$ cat src/hw/rtl/slsf_pkg.sv
// shared types, codes and sizes for the serial link stuffing and flow block
// depends on nothing; every module imports it
package slsf_pkg;

   // receive fifo sizing
   localparam int FIFO_DEPTH = 64;
   localparam int PTR_W      = $clog2(FIFO_DEPTH);
   localparam int CNT_W      = $clog2(FIFO_DEPTH + 1);

   // job queue between front and back, depth a power of two
   localparam int QUEUE_DEPTH = 4;
   localparam int QPTR_W      = $clog2(QUEUE_DEPTH);
   localparam int QCNT_W      = $clog2(QUEUE_DEPTH + 1);

   // line codes
   localparam logic [7:0] CODE_XON    = 8'h11;
   localparam logic [7:0] CODE_XOFF   = 8'h13;
   localparam logic [7:0] CODE_SYNC   = 8'h7E;
   localparam logic [7:0] CODE_ESCAPE = 8'h7D;

   // request codes
   localparam logic [1:0] REQ_RX   = 2'd0;
   localparam logic [1:0] REQ_SEND = 2'd1;
   localparam logic [1:0] REQ_POP  = 2'd2;

   // one classified request, ready for beat expansion
   typedef struct packed {
      logic             tx_mode;    // send with flow on
      logic             esc;        // send needs a leading escape
      logic             close_pkt;  // send needs a trailing sync
      logic             pop_valid;
      logic             accepted;
      logic             peer_flow;
      logic [CNT_W-1:0] level;
      logic [7:0]       data;
   } job_type;

   typedef struct packed {
      logic    valid;
      job_type job;
   } job_push_type;

   typedef struct packed {
      logic              empty;
      logic [QCNT_W-1:0] count;
   } queue_status_type;

   function automatic logic is_special(input logic [7:0] b);
      return (b == CODE_XON) || (b == CODE_XOFF) || (b == CODE_SYNC) || (b == CODE_ESCAPE);
   endfunction

endpackage

$ cat src/hw/rtl/slsf_front.sv
// front part: accepts requests, keeps flow/escape state and the receive fifo
// depends on slsf_pkg; feeds slsf_job_queue
module slsf_front (
   input  logic                      clock,
   input  logic                      reset,
   input  logic                      req_push,
   output logic                      req_full,
   input  logic [1:0]                req_type,
   input  logic [7:0]                req_data_byte,
   input  logic                      req_close_packet,
   input  slsf_pkg::queue_status_type q_status,
   output slsf_pkg::job_push_type     job_push
);
   import slsf_pkg::*;

   logic             escape_ff, escape_in;
   logic             flow_ff, flow_in;
   logic [PTR_W-1:0] head_ff, head_in;
   logic [PTR_W-1:0] tail_ff, tail_in;
   logic [CNT_W-1:0] count_ff, count_in;
   logic             s1_valid_ff;
   job_type          s1_job_ff, s1_job_in;
   logic             wr_en, rd_en;
   logic [7:0]       rd_q;
   logic [7:0]       rx_mem [FIFO_DEPTH];
   logic             accept;
   logic             try_push;

   // room for this beat plus the one in the stage register
   assign req_full = ({1'b0, q_status.count} + {{QCNT_W{1'b0}}, s1_valid_ff})
                     >= (QCNT_W + 1)'(QUEUE_DEPTH);
   assign accept   = req_push && !req_full;

   // classify the request and update link state
   always_comb begin
      escape_in = escape_ff;
      flow_in   = flow_ff;
      head_in   = head_ff;
      tail_in   = tail_ff;
      count_in  = count_ff;
      wr_en     = 1'b0;
      rd_en     = 1'b0;
      try_push  = 1'b0;
      s1_job_in = '0;
      s1_job_in.data = req_data_byte;
      case (req_type)
         REQ_RX: begin
            s1_job_in.accepted = 1'b1;
            if (escape_ff) begin
               escape_in = 1'b0;
               try_push  = 1'b1;
            end else if (req_data_byte == CODE_ESCAPE) begin
               escape_in = 1'b1;
            end else if (req_data_byte == CODE_XON) begin
               flow_in = 1'b1;
            end else if (req_data_byte == CODE_XOFF) begin
               flow_in = 1'b0;
            end else begin
               try_push = 1'b1;
            end
            if (try_push) begin
               if (count_ff < CNT_W'(FIFO_DEPTH)) begin
                  wr_en    = 1'b1;
                  head_in  = (head_ff == PTR_W'(FIFO_DEPTH - 1)) ? '0 : head_ff + 1'b1;
                  count_in = count_ff + 1'b1;
               end else begin
                  s1_job_in.accepted = 1'b0;
               end
            end
         end
         REQ_SEND: begin
            if (flow_ff) begin
               s1_job_in.accepted  = 1'b1;
               s1_job_in.tx_mode   = 1'b1;
               s1_job_in.esc       = is_special(req_data_byte);
               s1_job_in.close_pkt = req_close_packet;
            end
         end
         REQ_POP: begin
            if (count_ff != '0) begin
               rd_en    = 1'b1;
               tail_in  = (tail_ff == PTR_W'(FIFO_DEPTH - 1)) ? '0 : tail_ff + 1'b1;
               count_in = count_ff - 1'b1;
               s1_job_in.accepted  = 1'b1;
               s1_job_in.pop_valid = 1'b1;
            end
         end
         default: begin
            s1_job_in.accepted = 1'b0;
         end
      endcase
      s1_job_in.level     = count_in;
      s1_job_in.peer_flow = flow_in;
   end

   // state and stage register
   always_ff @(posedge clock) begin
      if (reset) begin
         escape_ff   <= 1'b0;
         flow_ff     <= 1'b0;
         head_ff     <= '0;
         tail_ff     <= '0;
         count_ff    <= '0;
         s1_valid_ff <= 1'b0;
      end else begin
         s1_valid_ff <= accept;
         if (accept) begin
            escape_ff <= escape_in;
            flow_ff   <= flow_in;
            head_ff   <= head_in;
            tail_ff   <= tail_in;
            count_ff  <= count_in;
         end
      end
   end

   always_ff @(posedge clock) begin
      if (accept) begin
         s1_job_ff <= s1_job_in;
      end
   end

   // receive fifo storage, registered read
   always_ff @(posedge clock) begin
      if (accept && wr_en) begin
         rx_mem[head_ff] <= req_data_byte;
      end
      if (accept && rd_en) begin
         rd_q <= rx_mem[tail_ff];
      end
   end

   // hand the job to the queue, popped byte merged in
   always_comb begin
      job_push.valid = s1_valid_ff;
      job_push.job   = s1_job_ff;
      if (s1_job_ff.pop_valid) begin
         job_push.job.data = rd_q;
      end
   end

endmodule

$ cat src/hw/rtl/slsf_job_queue.sv
// short job queue between the front and back parts
// depends on slsf_pkg
module slsf_job_queue (
   input  logic                       clock,
   input  logic                       reset,
   input  slsf_pkg::job_push_type     job_push,
   input  logic                       job_pop,
   output slsf_pkg::job_type          job_head,
   output slsf_pkg::queue_status_type q_status
);
   import slsf_pkg::*;

   job_type           qmem [QUEUE_DEPTH];
   logic [QPTR_W-1:0] wr_ptr_ff;
   logic [QPTR_W-1:0] rd_ptr_ff;
   logic [QCNT_W-1:0] count_ff, count_in;
   logic              do_pop;

   assign do_pop         = job_pop && (count_ff != '0);
   assign q_status.empty = (count_ff == '0);
   assign q_status.count = count_ff;
   assign job_head       = qmem[rd_ptr_ff];

   // occupancy
   always_comb begin
      count_in = count_ff;
      if (job_push.valid && !do_pop) begin
         count_in = count_ff + 1'b1;
      end else if (!job_push.valid && do_pop) begin
         count_in = count_ff - 1'b1;
      end
   end

   // pointers wrap naturally, depth is a power of two
   always_ff @(posedge clock) begin
      if (reset) begin
         wr_ptr_ff <= '0;
         rd_ptr_ff <= '0;
         count_ff  <= '0;
      end else begin
         count_ff <= count_in;
         if (job_push.valid) begin
            wr_ptr_ff <= wr_ptr_ff + 1'b1;
         end
         if (do_pop) begin
            rd_ptr_ff <= rd_ptr_ff + 1'b1;
         end
      end
   end

   always_ff @(posedge clock) begin
      if (job_push.valid) begin
         qmem[wr_ptr_ff] <= job_push.job;
      end
   end

endmodule

$ cat src/hw/rtl/slsf_back.sv
// back part: expands each job into one to three result beats
// depends on slsf_pkg; drains slsf_job_queue
module slsf_back (
   input  logic                       clock,
   input  logic                       reset,
   input  slsf_pkg::job_type          job_head,
   input  slsf_pkg::queue_status_type q_status,
   output logic                       job_pop,
   output logic                       rsp_empty,
   input  logic                       rsp_pop,
   output logic                       rsp_tx_valid,
   output logic [7:0]                 rsp_tx_byte,
   output logic                       rsp_pop_valid,
   output logic [7:0]                 rsp_pop_byte,
   output logic                       rsp_accepted,
   output logic [slsf_pkg::CNT_W-1:0] rsp_fifo_level,
   output logic                       rsp_peer_flow,
   output logic                       rsp_last
);
   import slsf_pkg::*;

   logic             out_valid_ff, out_valid_in;
   logic [1:0]       idx_ff, idx_in;
   logic             load;
   logic [1:0]       num_beats;
   logic             beat_last;
   logic             tx_valid_in;
   logic [7:0]       tx_byte_in;
   logic             tx_valid_ff;
   logic [7:0]       tx_byte_ff;
   logic             pop_valid_ff;
   logic [7:0]       pop_byte_ff;
   logic             accepted_ff;
   logic [CNT_W-1:0] level_ff;
   logic             flow_ff;
   logic             last_ff;

   assign load = !out_valid_ff || rsp_pop;

   // beat count and current beat
   always_comb begin
      num_beats = 2'd1;
      if (job_head.tx_mode) begin
         num_beats = 2'd1 + {1'b0, job_head.esc} + {1'b0, job_head.close_pkt};
      end
      beat_last   = (idx_ff == num_beats - 2'd1);
      tx_valid_in = job_head.tx_mode;
      tx_byte_in  = 8'h00;
      if (job_head.tx_mode) begin
         if (job_head.esc && idx_ff == 2'd0) begin
            tx_byte_in = CODE_ESCAPE;
         end else if (idx_ff == {1'b0, job_head.esc}) begin
            tx_byte_in = job_head.data;
         end else begin
            tx_byte_in = CODE_SYNC;
         end
      end
      job_pop      = load && !q_status.empty && beat_last;
      out_valid_in = load ? !q_status.empty : out_valid_ff;
      idx_in       = idx_ff;
      if (load && !q_status.empty) begin
         idx_in = beat_last ? 2'd0 : idx_ff + 2'd1;
      end
   end

   // control
   always_ff @(posedge clock) begin
      if (reset) begin
         out_valid_ff <= 1'b0;
         idx_ff       <= 2'd0;
      end else begin
         out_valid_ff <= out_valid_in;
         idx_ff       <= idx_in;
      end
   end

   // result register
   always_ff @(posedge clock) begin
      if (load && !q_status.empty) begin
         tx_valid_ff  <= tx_valid_in;
         tx_byte_ff   <= tx_byte_in;
         pop_valid_ff <= job_head.pop_valid;
         pop_byte_ff  <= job_head.pop_valid ? job_head.data : 8'h00;
         accepted_ff  <= job_head.accepted;
         level_ff     <= job_head.level;
         flow_ff      <= job_head.peer_flow;
         last_ff      <= beat_last;
      end
   end

   assign rsp_empty      = !out_valid_ff;
   assign rsp_tx_valid   = tx_valid_ff;
   assign rsp_tx_byte    = tx_byte_ff;
   assign rsp_pop_valid  = pop_valid_ff;
   assign rsp_pop_byte   = pop_byte_ff;
   assign rsp_accepted   = accepted_ff;
   assign rsp_fifo_level = level_ff;
   assign rsp_peer_flow  = flow_ff;
   assign rsp_last       = last_ff;

endmodule

$ cat src/hw/rtl/serial_link_stuffing_flow_fifo.sv
// serial link layer: byte stuffing and unstuffing, xon/xoff flow and receive fifo
// stages: front stage register, job queue, back result register
// throughput: one request beat per cycle in while not req_full, one result beat
// per cycle out while popped; one to three beats per send, set by the back expander
// reset: synchronous, active high; clears flow, escape, fifo pointers, queues
// depends on slsf_pkg, slsf_front, slsf_job_queue, slsf_back
module serial_link_stuffing_flow_fifo (
   input  logic                       clock,
   input  logic                       reset,
   input  logic                       req_push,
   output logic                       req_full,
   input  logic [1:0]                 req_type,
   input  logic [7:0]                 req_data_byte,
   input  logic                       req_close_packet,
   output logic                       rsp_empty,
   input  logic                       rsp_pop,
   output logic                       rsp_tx_valid,
   output logic [7:0]                 rsp_tx_byte,
   output logic                       rsp_pop_valid,
   output logic [7:0]                 rsp_pop_byte,
   output logic                       rsp_accepted,
   output logic [slsf_pkg::CNT_W-1:0] rsp_fifo_level,
   output logic                       rsp_peer_flow,
   output logic                       rsp_last
);
   import slsf_pkg::*;

   job_push_type     job_push;
   job_type          job_head;
   queue_status_type q_status;
   logic             job_pop;

   // request classification and link state
   slsf_front u_front (
      .clock            (clock),
      .reset            (reset),
      .req_push         (req_push),
      .req_full         (req_full),
      .req_type         (req_type),
      .req_data_byte    (req_data_byte),
      .req_close_packet (req_close_packet),
      .q_status         (q_status),
      .job_push         (job_push)
   );

   // decoupling queue
   slsf_job_queue u_queue (
      .clock    (clock),
      .reset    (reset),
      .job_push (job_push),
      .job_pop  (job_pop),
      .job_head (job_head),
      .q_status (q_status)
   );

   // beat expansion and result register
   slsf_back u_back (
      .clock          (clock),
      .reset          (reset),
      .job_head       (job_head),
      .q_status       (q_status),
      .job_pop        (job_pop),
      .rsp_empty      (rsp_empty),
      .rsp_pop        (rsp_pop),
      .rsp_tx_valid   (rsp_tx_valid),
      .rsp_tx_byte    (rsp_tx_byte),
      .rsp_pop_valid  (rsp_pop_valid),
      .rsp_pop_byte   (rsp_pop_byte),
      .rsp_accepted   (rsp_accepted),
      .rsp_fifo_level (rsp_fifo_level),
      .rsp_peer_flow  (rsp_peer_flow),
      .rsp_last       (rsp_last)
   );

endmodule
$ cat config.mk
export PLATFORM = sky130hd
export DESIGN_NAME = serial_link_stuffing_flow_fifo
export DESIGN_NICKNAME = d
export VERILOG_FILES = /design/src/hw/rtl/slsf_pkg.sv /design/src/hw/rtl/slsf_front.sv /design/src/hw/rtl/slsf_job_queue.sv /design/src/hw/rtl/slsf_back.sv /design/src/hw/rtl/serial_link_stuffing_flow_fifo.sv
export SDC_FILE = /design/constraint.sdc
export NUM_CORES = 1
export LEC_CHECK = 0
export BUFFER_PORTS_ARGS = -buffer_cell sky130_fd_sc_hd__buf_4
export CAP_MARGIN = 5
export CORE_AREA = 2 2 214 216
export CTS_CLUSTER_DIAMETER = 100
export DETAILED_ROUTE_END_ITERATION = 10
export DIE_AREA = 0 0 216 218
export GPL_ROUTABILITY_DRIVEN = 0
export PLACE_DENSITY = 0.78
export SLEW_MARGIN = 20
export SYNTH_ARGS = -nofsm -noshare
export SYNTH_HDL_FRONTEND = slang
export SYNTH_SLANG_ARGS = --single-unit
export TNS_END_PERCENT = 10
$ cat constraint.sdc
create_clock -name clock -period 4.8 [get_ports clock]
set_input_delay 0.48 -clock clock [delete_from_list [all_inputs] [get_ports clock]]
set_output_delay 0.48 -clock clock [all_outputs]
set_load 0.005 [all_outputs]
## Yosys cells after proc, flatten, opt, wreduce, memory -nomap -nowiden

Memories as Yosys holds them, arrays and structs flattened. A register that Yosys moved wholly into a read port is not among the register bits.
Cells that the tools add are included.
W data, S select, Z words.

| word-level totals | value |
|---|---|
| output and inout bits | 30 |
| memories | 2 |
| RAM bits | 596 |
| bits in registers | 81 |

| operators by class | value |
|---|---|
| reductions and logical operators | 30 |
| equality and inequality tests | 10 |
| bitwise logic cells | 2 |
| add/sub/neg operators | 13 |
| mux-type cells | 41 |
| magnitude comparators | 2 |

Memories:

| name | depth | width | read ports | clocked after memory_dff | wr ports | line | RTL |
|---|---|---|---|---|---|---|---|
| u_front.rx_mem | 64 | 8 | 1 | 1 | 1 | slsf_front.sv:25 | `logic [7:0] rx_mem [FIFO_DEPTH];` |
| u_queue.qmem | 4 | 21 | 1 | 1 | 1 | slsf_job_queue.sv:13 | `job_type qmem [QUEUE_DEPTH];` |

Operators with widths:

| kind | number |
|---|---|
| $mux W7 | 5 |
| $mux W1 | 23 |
| $eq A8 B5 Y1 const B | 2 |
| $eq A8 B7 Y1 const B | 2 |
| $pmux W7 S2 | 1 |
| $add A6 B1 Y6 const B | 2 |
| $eq A6 B6 Y1 const B | 2 |
| $mux W6 | 2 |
| $mux W2 | 5 |
| $logic_and A1 B1 Y1 | 9 |
| $mux W3 | 3 |
| $mux W8 | 1 |
| $add A7 B1 Y7 const B | 1 |
| $lt A7 B7 Y1 const B | 1 |
| $reduce_bool A7 Y1 | 1 |
| $sub A7 B1 Y7 const B | 1 |
| $add A2 B1 Y2 const B | 3 |
| $logic_not A1 Y1 | 5 |
| $add A3 B1 Y4 | 1 |
| $ge A4 B3 Y1 const B | 1 |
| $logic_not A2 Y1 | 2 |
| $logic_or A1 B1 Y1 | 4 |
| $reduce_and A2 Y1 | 2 |
| $reduce_and A4 Y1 | 1 |
| 17 further kinds | 18 |

## Logic depth before layout (Yosys ltp)

| depth | value |
|---|---|
| depth after elaboration | 11 |
| mapped depth | 15 |
| mapped depth without buffers | 13 |

## Hierarchy

Synthesis repeated with hierarchy kept, for this count alone.

| second synthesis, totals | value |
|---|---|
| cells, all modules | 1460 |
| area, all modules | 27480.1 sq um |

By module, submodules not included:

| module | area each (sq um) | cells each | instances | seq. area each (sq um) |
|---|---|---|---|---|
| slsf_front | 22783.1 | 1222 | 1 | 16686.0 |
| slsf_job_queue | 3475.8 | 152 | 1 | 2702.6 |
| slsf_back | 1221.2 | 86 | 1 | 900.9 |

## Worst setup path after synthesis

OpenSTA, ideal clock, no wires.

| timing path | value |
|---|---|
| path kind | register -> register |
| from | register (tool-made name) |
| to | register u_queue.count_ff[2] |
| arrival | 3.616 ns |
| clock period less this slack | 3.686 ns |
| stages on the path, launching flop included | 16 |
| path slack | 1.114 ns |
| path through | dfxtp_1 -> buf_2 -> buf_2 -> mux4_2 -> inv_1 -> ha_1 -> xnor2_1 -> a31o_2 -> a32o_1 -> nand2_1 -> ha_1 -> inv_1 -> fa_1 -> xor2_1 -> or3_1 -> a21oi_1 |

RTL lines:

| item | line | RTL |
|---|---|---|
| end signal, assigned | slsf_job_queue.sv:41 | `count_ff <= count_in;` |
| end, declared | slsf_job_queue.sv:16 | `logic [QCNT_W-1:0] count_ff, count_in;` |

==> flow_metrics.tcl <==
set metrics [dict create \
    status "completed" \
    cp_cell_sequence "buf_4 -> mux4_2 -> inv_1 -> ha_1 -> xnor2_1 -> a31o_2 -> a32o_1 -> nand2_1 -> ha_1 -> inv_1 -> fa_1 -> xor2_1 -> or3_1 -> a21oi_1" \
    finalClockSkew_ns 0.0222 \
    whs_ns 0.193 \
    avgRoutedWirePerCell_um 27.9 \
    yosysWarningCount 0 \
    slew_violations 0 \
    finalSetupViolCount 0 \
    clock_latency_ns 0.59 \
    rsz0062_at_grt "false" \
    place_ws_ns 1.06 \
    critical-path-top-delay-family "adder cells" \
    overflow 0 \
    cp.arrival_ns 3.99 \
    viasPerCell 6.58 \
    min_path_type "in -> reg" \
    die_x_um 216 \
    core_um2 44900 \
    area_growth_pct 11.0 \
    ir_drop_mv 0.590 \
    synthSimpleGateAreaFrac 0.0531 \
    critPathLaunchType "register" \
    grt_first_pass_wirelength_mm 92.3 \
    critical_path.slowest_cell "mux4_2" \
    yosys.area_share.adder 0.00620 \
    io_pins 45 \
    p_leak_uw 0.00957 \
    syn-num-nets 1524 \
    timing.final.crit_share 0.726 \
    async_flop_share 0 \
    h-tree-depth 3 \
    synth_area_per_cell_um2 18.3 \
    cts.sink_count 687 \
    cts-root-buf "clkbuf_16" \
    cp_max_fo 12 \
    clock.fmax_mhz 287 \
    worst_ep_required_time_ns 5.31 \
    synth_seq_area_share 0.739 \
    max_stage_delay_ns 0.59 \
    die-area_um2 47100 \
    drive_gt1_frac 0.230 \
    hold_viol 0 \
    drt_iter0_drc 2017 \
    final_cell_mix "edfxtp_1 (653), mux4_2 (112), nor2_1 (112)" \
    synth_edf_count 653 \
    final_util 0.679 \
    setup_ws_ns 1.32 \
    std_cell_rows 78 \
    end_kind "register" \
    routed_wl_mm 61.5 \
    power_uw 13600 \
    start_util 0.611 \
    period_needed_ns 3.48 \
    cts_buffers 68 \
    muxShareOfSynthArea 0.131 \
    setup_tns_ns 0 \
    path_buf_inv 3 \
    synth_top_family_by_area "multiplexers" \
    path_class "reg -> reg" \
    postCtsHoldBufs 0 \
    syn_area_um2 27400 \
    grt_max_degree 69 \
    cts.path.max_buffers 3 \
    syn-instance-count 1496 \
    antenna_found_initial 3 \
    drc 0 \
    cap_violations 0 \
    yosys.cell_types.count 79 \
    cts_resized 0 \
    vias 14500 \
    io_buffers 44 \
    cts_tree "yes" \
    nets 1585 \
    grt_pass1_vias 14500 \
    synth_compound_area_frac 0.0468 \
    drtPass1Iterations 8 \
    slew_headroom 0.145 \
    power_density_nw_per_um2 446 \
    tightest_slew_ns 1.27 \
    drt.antenna.violating_nets 0 \
    mostFrequentLayoutCell "edfxtp_1" \
    synth_flop_cell "edfxtp_1" \
    ys_ff_latch 687 \
    dpl.hpwl_mm 37.7 \
    cts_setup_buffers 0 \
    path_clk_slew_ns 0.06 \
    grt_usage 0.269 \
    chipHeight_um 218 \
    synthXorXnorAreaFrac 0.00351 \
]
## synth_stat cells (all sizes together) (18+ instances only)
library cell | number | area, um2
nand3 | 18 | 90.1
o21ai | 41 | 209
clkbuf | 28 | 106
edfxtp | 653 | 19600
mux2i | 36 | 360
dfxtp | 34 | 681
mux4 | 112 | 2520
nand2 | 44 | 165
buf | 51 | 347
a21oi | 20 | 108
o22ai | 29 | 181
nor2 | 112 | 420
mux2 | 64 | 721
nor2b | 20 | 125
inv | 24 | 90.1
## path summary, 6_finish.rpt
check / endpoint / start / cells past startpoint / slack [ns]
max reg2reg: u_queue.count_ff[2]$_SDFFE_PP0P_ / register / 14 / 1.32
min reg2reg: u_front.escape_ff$_SDFFE_PP0P_ / u_front.escape_ff$_SDFFE_PP0P_ / 2 / 0.50
max: u_queue.count_ff[2]$_SDFFE_PP0P_ / register / 14 / 1.32
min: u_front.rx_mem[39][2]$_DFFE_PP_ / req_data_byte[2] / 1 / 0.19
## layout make-up
type                       count  area (um2)
sequential                   687       20300
clock inverter                34         327
inverter                      25        93.8
multi-input combinational    705        6610
tap                          600         751
fill                        2836       14400
timing repair buffer          70         551
antenna                        1        2.50
clock buffer                  85        1840
## through the flow
step,cell area (um2),std cells
CTS,30500,2206
detailed placement,28300,2087
finish,30500,2207
floorplan,27400,1496
global placement,28300,2087
global route,30500,2206
## logic make-up after synthesis
kind of cell | Yosys count
AO/OA/AOI/OAI | 181
XOR/XNOR | 11
adder cells (fa/ha/maj) | 13
buffers and inverters | 104
flip-flops | 687
multiplexers | 212
AND/OR/NAND/NOR | 288
## layer usage
layer | wire, um | share of wire | vias to the layer above | track usage
met2 | 29300 | 0.48 | 937 | 0.425
li1 | - | - | 6153 | -
met5 | 13 | 0.00021 | - | 0
met3 | 6590 | 0.11 | 122 | 0.0597
met4 | 2000 | 0.033 | 2 | 0.0920
met1 | 23600 | 0.38 | 7309 | 0.377
## power breakdown
part	total (uW)	internal, uW	leakage (uW)	switching [uW]
Combinational	1330	565	0.00230	760
Clock	5190	3040	0.00107	2150
Sequential	7080	6930	0.00620	152
Total	13600	10500	0.00957	3060
## registers in the layout, summed over array words and instances (netlist names), 3 cells and up, named ones only
name	count
u_back.rsp_tx_byte	8
u_front.tail_ff	6
u_front.rd_q	8
u_front.rx_mem	512
u_front.head_ff	6
u_front.job_push	13
u_front.count_ff	7
u_queue.qmem	84
u_queue.count_ff	3
u_front.s1_job_ff	8
u_back.rsp_fifo_level	7
u_back.rsp_pop_byte	8
Note: power is estimated with default switching activity, not from simulation.
